## src/rtl/um32_pkg.sv

```systemverilog
package um32_pkg;

	localparam int SEGMENTS_DEF  = 16;
	localparam int SEG_WORDS_DEF = 1024;

	localparam int OPC_LSB   = 28;
	localparam int LDI_LSB   = 25;
	localparam int IMM_W     = 25;
	localparam int BYTE_MAX  = 255;
	localparam int DIV_STEPS = 32;

	typedef enum logic [3:0] {
		OP_CMOV  = 4'd0,
		OP_LOAD  = 4'd1,
		OP_STORE = 4'd2,
		OP_ADD   = 4'd3,
		OP_MUL   = 4'd4,
		OP_DIV   = 4'd5,
		OP_NAND  = 4'd6,
		OP_HALT  = 4'd7,
		OP_MAP   = 4'd8,
		OP_UNMAP = 4'd9,
		OP_OUT   = 4'd10,
		OP_IN    = 4'd11,
		OP_LOADP = 4'd12,
		OP_LDI   = 4'd13
	} opcode_t;

	localparam logic [3:0] F_NONE     = 4'd0;
	localparam logic [3:0] F_OPCODE   = 4'd1;
	localparam logic [3:0] F_PC       = 4'd2;
	localparam logic [3:0] F_OUT      = 4'd3;
	localparam logic [3:0] F_DIV      = 4'd4;
	localparam logic [3:0] F_UNMAPPED = 4'd5;
	localparam logic [3:0] F_OFFSET   = 4'd6;
	localparam logic [3:0] F_UNMAP    = 4'd7;
	localparam logic [3:0] F_CAPACITY = 4'd8;

	typedef enum logic [1:0] {
		RS_A,
		RS_B,
		RS_C
	} rsel_t;

	typedef struct packed {
		logic       accept;
		logic       append;
		logic       fetch;
		logic       ld_instr;
		rsel_t      rsel;
		logic       ld_op;
		logic       commit;
		logic       raise;
		logic [3:0] raise_code;
		logic       mem_rd;
		logic       mem_wr;
		logic       div_start;
		logic       div_step;
		logic       loop_init;
		logic       fill_wr;
		logic       copy_rd;
		logic       copy_wr;
		logic       finish;
	} cmd_t;

	typedef struct packed {
		logic       stopped;
		logic       command;
		logic       full0;
		logic       pc_bad;
		opcode_t    op;
		logic [3:0] exe_fault;
		logic       div_done;
		logic       loop_done;
	} status_t;

endpackage

```

## src/rtl/um32_ctrl.sv

```systemverilog
module um32_ctrl (
	input  logic              clk,
	input  logic              arst_n,
	input  logic              start,
	output logic              busy,
	output um32_pkg::cmd_t    cmd,
	input  um32_pkg::status_t status
);
	import um32_pkg::*;

	typedef enum logic [3:0] {
		S_IDLE,
		S_FETCH,
		S_RB,
		S_RC,
		S_RA,
		S_EXEC,
		S_LDW,
		S_DIV,
		S_FILL,
		S_CPR,
		S_CPW,
		S_DONE
	} state_t;

	state_t state_q, state_d;

	always_comb begin
		cmd     = '0;
		cmd.rsel = RS_A;
		state_d = state_q;
		case (state_q)
			S_IDLE: begin
				if (start) begin
					cmd.accept = 1'b1;
					state_d    = S_DONE;
					if (!status.stopped) begin
						if (!status.command) begin
							if (status.full0) begin
								cmd.raise      = 1'b1;
								cmd.raise_code = F_CAPACITY;
							end else begin
								cmd.append = 1'b1;
							end
						end else if (status.pc_bad) begin
							cmd.raise      = 1'b1;
							cmd.raise_code = F_PC;
						end else begin
							cmd.fetch = 1'b1;
							state_d   = S_FETCH;
						end
					end
				end
			end
			S_FETCH: begin
				cmd.ld_instr = 1'b1;
				state_d      = S_RB;
			end
			S_RB: begin
				cmd.rsel  = RS_B;
				cmd.ld_op = 1'b1;
				state_d   = S_RC;
			end
			S_RC: begin
				cmd.rsel  = RS_C;
				cmd.ld_op = 1'b1;
				state_d   = S_RA;
			end
			S_RA: begin
				cmd.rsel  = RS_A;
				cmd.ld_op = 1'b1;
				state_d   = S_EXEC;
			end
			S_EXEC: begin
				if (status.exe_fault != F_NONE) begin
					cmd.raise      = 1'b1;
					cmd.raise_code = status.exe_fault;
					state_d        = S_DONE;
				end else begin
					case (status.op)
						OP_LOAD: begin
							cmd.mem_rd = 1'b1;
							state_d    = S_LDW;
						end
						OP_STORE: begin
							cmd.mem_wr = 1'b1;
							cmd.commit = 1'b1;
							state_d    = S_DONE;
						end
						OP_DIV: begin
							cmd.div_start = 1'b1;
							state_d       = S_DIV;
						end
						OP_MAP: begin
							cmd.commit    = 1'b1;
							cmd.loop_init = 1'b1;
							state_d       = S_FILL;
						end
						OP_LOADP: begin
							cmd.commit    = 1'b1;
							cmd.loop_init = 1'b1;
							state_d       = S_CPR;
						end
						default: begin
							cmd.commit = 1'b1;
							state_d    = S_DONE;
						end
					endcase
				end
			end
			S_LDW: begin
				cmd.commit = 1'b1;
				state_d    = S_DONE;
			end
			S_DIV: begin
				if (status.div_done) begin
					cmd.commit = 1'b1;
					state_d    = S_DONE;
				end else begin
					cmd.div_step = 1'b1;
				end
			end
			S_FILL: begin
				if (status.loop_done) begin
					state_d = S_DONE;
				end else begin
					cmd.fill_wr = 1'b1;
				end
			end
			S_CPR: begin
				if (status.loop_done) begin
					state_d = S_DONE;
				end else begin
					cmd.copy_rd = 1'b1;
					state_d     = S_CPW;
				end
			end
			S_CPW: begin
				cmd.copy_wr = 1'b1;
				state_d     = S_CPR;
			end
			S_DONE: begin
				cmd.finish = 1'b1;
				state_d    = S_IDLE;
			end
			default: begin
				state_d = S_IDLE;
			end
		endcase
	end

	always_ff @(posedge clk or negedge arst_n) begin
		if (!arst_n) begin
			state_q <= S_IDLE;
		end else begin
			state_q <= state_d;
		end
	end

	assign busy = (state_q != S_IDLE);

	a_finish_single: assert property (@(posedge clk) disable iff (!arst_n)
		cmd.finish |=> !cmd.finish) else $error("result strobe held");
	a_commit_xor_raise: assert property (@(posedge clk) disable iff (!arst_n)
		!(cmd.commit && cmd.raise)) else $error("commit with fault");
	a_accept_busy: assert property (@(posedge clk) disable iff (!arst_n)
		(start && !busy) |=> busy) else $error("transfer not taken");
endmodule

```

## config.mk

```make
export PLATFORM = sky130hd
export DESIGN_NAME = um32_ctrl
export DESIGN_NICKNAME = d
export VERILOG_FILES = /design/src/rtl/um32_pkg.sv /design/src/rtl/um32_ctrl.sv
export SDC_FILE = /design/constraint.sdc
export NUM_CORES = 1
export LEC_CHECK = 0
export ABC_AREA = 1
export BUFFER_PORTS_ARGS = -buffer_cell sky130_fd_sc_hd__buf_2
export CAP_MARGIN = 5
export CORE_ASPECT_RATIO = 0.7
export CORE_MARGIN = 10
export CORE_UTILIZATION = 30
export DETAILED_ROUTE_END_ITERATION = 6
export GPL_TIMING_DRIVEN = 0
export PLACE_DENSITY = 0.65
export SLEW_MARGIN = 20
export SYNTH_ARGS = -nofsm -noshare
export SYNTH_HDL_FRONTEND = slang
export SYNTH_SLANG_ARGS = --single-unit
```

## constraint.sdc

```tcl
create_clock -name clk -period 1.7 [get_ports clk]
set_clock_uncertainty 0.2 [all_clocks]
set_input_delay 0.17 -clock clk [delete_from_list [all_inputs] [get_ports clk]]
set_output_delay 0.17 -clock clk [all_outputs]
set_load 0.02 [all_outputs]
```

After elaboration in Yosys (flattened, before gate mapping)
Index checks and enable logic that the tools add are counted.
- register bits after elaboration: 4
- input bits: 17
- output and inout port bits: 23
- equal/unequal tests: 19
- multiplexer cells: 45
- reduce and logical (&&, ||, !) cells: 6
- operators with widths (operator ; count):
    $pmux 4 s11 ; 1
    $mux 5 ; 6
    $mux 4 ; 7
    $eq 4x4->1 const B ; 6
    $mux 1 ; 22
    $eq 4x3->1 const B ; 5
    $pmux 4 s4 ; 1
    $eq 4x2->1 const B ; 3
    $mux 3 ; 4
    $pmux 5 s2 ; 1
    $pmux 3 s3 ; 1
    $eq 4x1->1 const B ; 2
    $reduce_bool 4->1 ; 2
    $ne 2x2->1 const B ; 3
    $logic_not 4->1 ; 1
    $reduce_or 2->1 ; 2
    $pmux 1 s3 ; 1
    $reduce_and 3->1 ; 1
    $mux 2 ; 1

Logic depth before layout (Yosys ltp)
- word-level depth: 5
- mapped depth: 9

Worst setup path after synthesis
No wires, ideal clock.
- path kind: register -> output
- start point: register state_q[2]
- end point: output cmd[20] (netlist bit)
- arrival time: 1.375 ns
- data required time: 1.330 ns
- path slack: -0.045 ns
- cell stages (with the launch flop): 6
- path buffers: 0
- path through: dfrtp_1 -> nor2_2 -> nand2_4 -> nor2_4 -> inv_2 -> nor4_2
- RTL lines (what ; RTL line ; RTL):
    start: declaration ; um32_ctrl.sv:26 ; state_t state_q, state_d;
    start signal: assignment ; um32_ctrl.sv:156 ; state_q <= state_d;
    end: declaration ; um32_ctrl.sv:6 ; output um32_pkg::cmd_t cmd,

==> results.json <==
{
  "clkTransAtPathRegs_ns": 0.04,
  "antenna_found_initial": 0,
  "final_area_um2": 1370,
  "synth_compound_area_share_pct": 7.14,
  "drtPass1Iterations": 4,
  "worstMarginPinSlew_ns": 0.415,
  "start_kind": "flop",
  "synth_cell_types": 21,
  "powerDensity_nw_per_um2": 1510,
  "syn_inst": 106,
  "ys_seq_area_share_pct": 16.3,
  "rows": 13,
  "cts_tree": "built",
  "grt-ovfl-total": 0,
  "gp_congestion": 0.847,
  "slew_violations": 0,
  "initial_core_util_pct": 32.2,
  "rr_worst_depth": 8,
  "fin_crit_sh_pct": 109,
  "wl_per_cell_um": 15.3,
  "cp_num_buf_inv": 1,
  "drive_above_1_share_pct": 64.7,
  "outcome": "finished with violations",
  "clock-sinks": 4,
  "cp_cell_sequence": "nor2_4 -> nand2_4 -> nor2_4 -> nand4_1 -> o211ai_1 -> buf_4",
  "antenna_left": 0,
  "die_area_um2": 4280,
  "synth_fa_ha_area_share_pct": 0,
  "vias": 958,
  "setup_viol": 12,
  "path_class": "flop to output pin",
  "fillers": 152,
  "cts_max_level": 1,
  "synthesis.area_um2": 613,
  "fin_crit_ns": 1.85,
  "grt_pass1_vias": 917,
  "via_per_inst": 4.91,
  "first_iter_violations": 39,
  "synth_top_family_by_area": "simple AND/OR/NAND/NOR gates",
  "cts-root-buf": "clkbuf_4",
  "synth.largest_area_cell": "dfrtp_1",
  "ir_drop_uv": 957,
  "io_pins": 40,
  "synthTopCellsByArea": "dfrtp_1 16%, nand2_1 16%, nor2_1 11%",
  "regMostFlops": "state_q",
  "syn-num-nets": 123,
  "largest_reg_flops": 4,
  "dp_hpwl_um": 1850,
  "preCtsSetupSlack_ns": -0.00294,
  "min-delay-path-class": "primary input to async pin",
  "cp.required_ns": 1.33,
  "fin_ws_ns": -0.146,
  "grt_setup_unrepaired": "true",
  "clk_latency_ns": 0.24,
  "ys_warn_count": 0,
  "route.final.wire_length_um": 2990,
  "arrival_ns": 1.48,
  "synth_top_area_share_pct": 16.3,
  "nNetsFinal": 192,
  "worst-path-max-fanout": 5,
  "core-area_um2": 1900,
  "maxSlewHeadroom_pct": 72.3,
  "grt_usage_pct": 12.0,
  "maxCapViolCount": 0,
  "hold_violations": 0,
  "fmax_mhz": 542,
  "fin_tns_setup_ns": -1.13,
  "cp_top_family": "simple AND/OR/NAND/NOR gates",
  "dpl-instance-area_um2": 845,
  "synth-xor-area-share_pct": 0,
  "synth_area_per_cell_um2": 5.78,
  "die_w_um": 74.0,
  "multi_input_area_um2": 624,
  "port_buffers": 39,
  "synth_simple_gate_area_share_pct": 64.3,
  "die_h_um": 57.8,
  "drc": 0,
  "numCtsBuffers": 3,
  "reg.largest.list": "state_q x4",
  "area_growth_pct": 123,
  "ys_ff_latch": 4,
  "crit_path_end_kind": "output pin",
  "fin_util_pct": 71.9,
  "grt_max_degree": 8,
  "leakagePower_uw": 0.000703,
  "violations": "negative setup slack",
  "critPathSlowestCell": "dfrtp_2",
  "slowest_delay_ns": 0.45,
  "clock_path_buffers": 2,
  "grt_pass1_wl_um": 4170,
  "path_common_cell": "nor2_4",
  "path_depth": 6,
  "antenna_cells": 0,
  "register_area_um2": 104,
  "synth_mux_area_share_pct": 0
}
[power by group]
group          total [µW]  internal (µW)  switching (µW)
logic                1710            760             950
registers             231            149            82.6
clock network         121           79.2            42.0
total                2060            988            1070
[kinds of logic (layout without fill, tap and decap cells)]
family / Yosys count / after routing
flip-flops: 4 / 4
buffers and inverters: 20 / 87
AND/OR/NAND/NOR: 74 / 74
AO/OA/AOI/OAI: 8 / 8
[area by class of cell]
class	count	share of cell area [%]
inverter	20	6.31
timing repair buffer	64	36.8
multi-input combinational	82	45.6
clock buffer	3	1.65
tap	22	2.01
sequential	4	7.59
[cell usage after synthesis]
cell type,instances
nor3_2,1
o21ai_0,2
nor2_8,1
nand3_1,10
nor2_1,18
nand2_1,26
nor2_2,3
a31oi_1,1
dfrtp_1,4
a21oi_1,1
nand4_1,2
nor2_4,2
o211ai_1,1
nor4_2,3
nand2_4,2
inv_2,6
nand3b_1,1
inv_1,14
nor3_1,3
nand2_2,2
o21ai_1,3
[per-layer routing]
metal	GRT usage (%)	routed length, µm	share of wire [%]	vias to the layer above
li1	-	-	-	474
met2	21.0	1600	54	40
met4	4.77	60	2.0	0
met3	3.23	237	7.9	6
met1	13.4	1090	36	438
met5	0	0	0	-
[per-stage QoR]
| step | total power [µW] | instances | hold WS [ns] |
|---|---|---|---|
| 2_1_floorplan | 875 | 106 | -0.326 |
| 3_3_place_gp | 1120 | 167 | -0.226 |
| 3_5_place_dp | 1130 | 167 | -0.223 |
| 4_1_cts | 1620 | 183 | 0.0602 |
| 5_1_grt | 2210 | 195 | 0.0771 |
| 6_report | 2060 | 195 | 0.0631 |
[path summary, 6_finish.rpt]
path	start	to	slack (ns)
max in group asynchronous	arst_n	state_q[1]	1.11
min	arst_n	state_q[3]	0.06
min in group clk	status[9]	state_q[2]	0.16
max	state_q[2]	cmd[13]	-0.15
max reg2reg	state_q[3]	state_q[0]	0.03
min reg2reg	state_q[1]	state_q[2]	0.65
[layout by cell type (no fill, tap or decap), types with 3 or more instances in the layout]
cell type / count
buf_2: 19
buf_4: 28
buf_6: 15
clkbuf_4: 3
dfrtp_2: 3
inv_1: 11
inv_2: 5
inv_4: 3
nand2_1: 21
nand2_2: 4
nand2_4: 3
nand3_1: 8
nor2_1: 9
nor2_4: 12
[repair_timing]
item / 4_1_cts / 5_1_grt
endpoints found under the setup margin: 17 / 24
hold endpoints to repair: 4 / 0
pin swaps: 9 / 15
cloned: 0 / 0
setup buffers: 12 / 14
gates resized for setup: 40 / 44
hold buffers: 1 / 0
No activity file was read; power rests on OpenSTA's default activity.
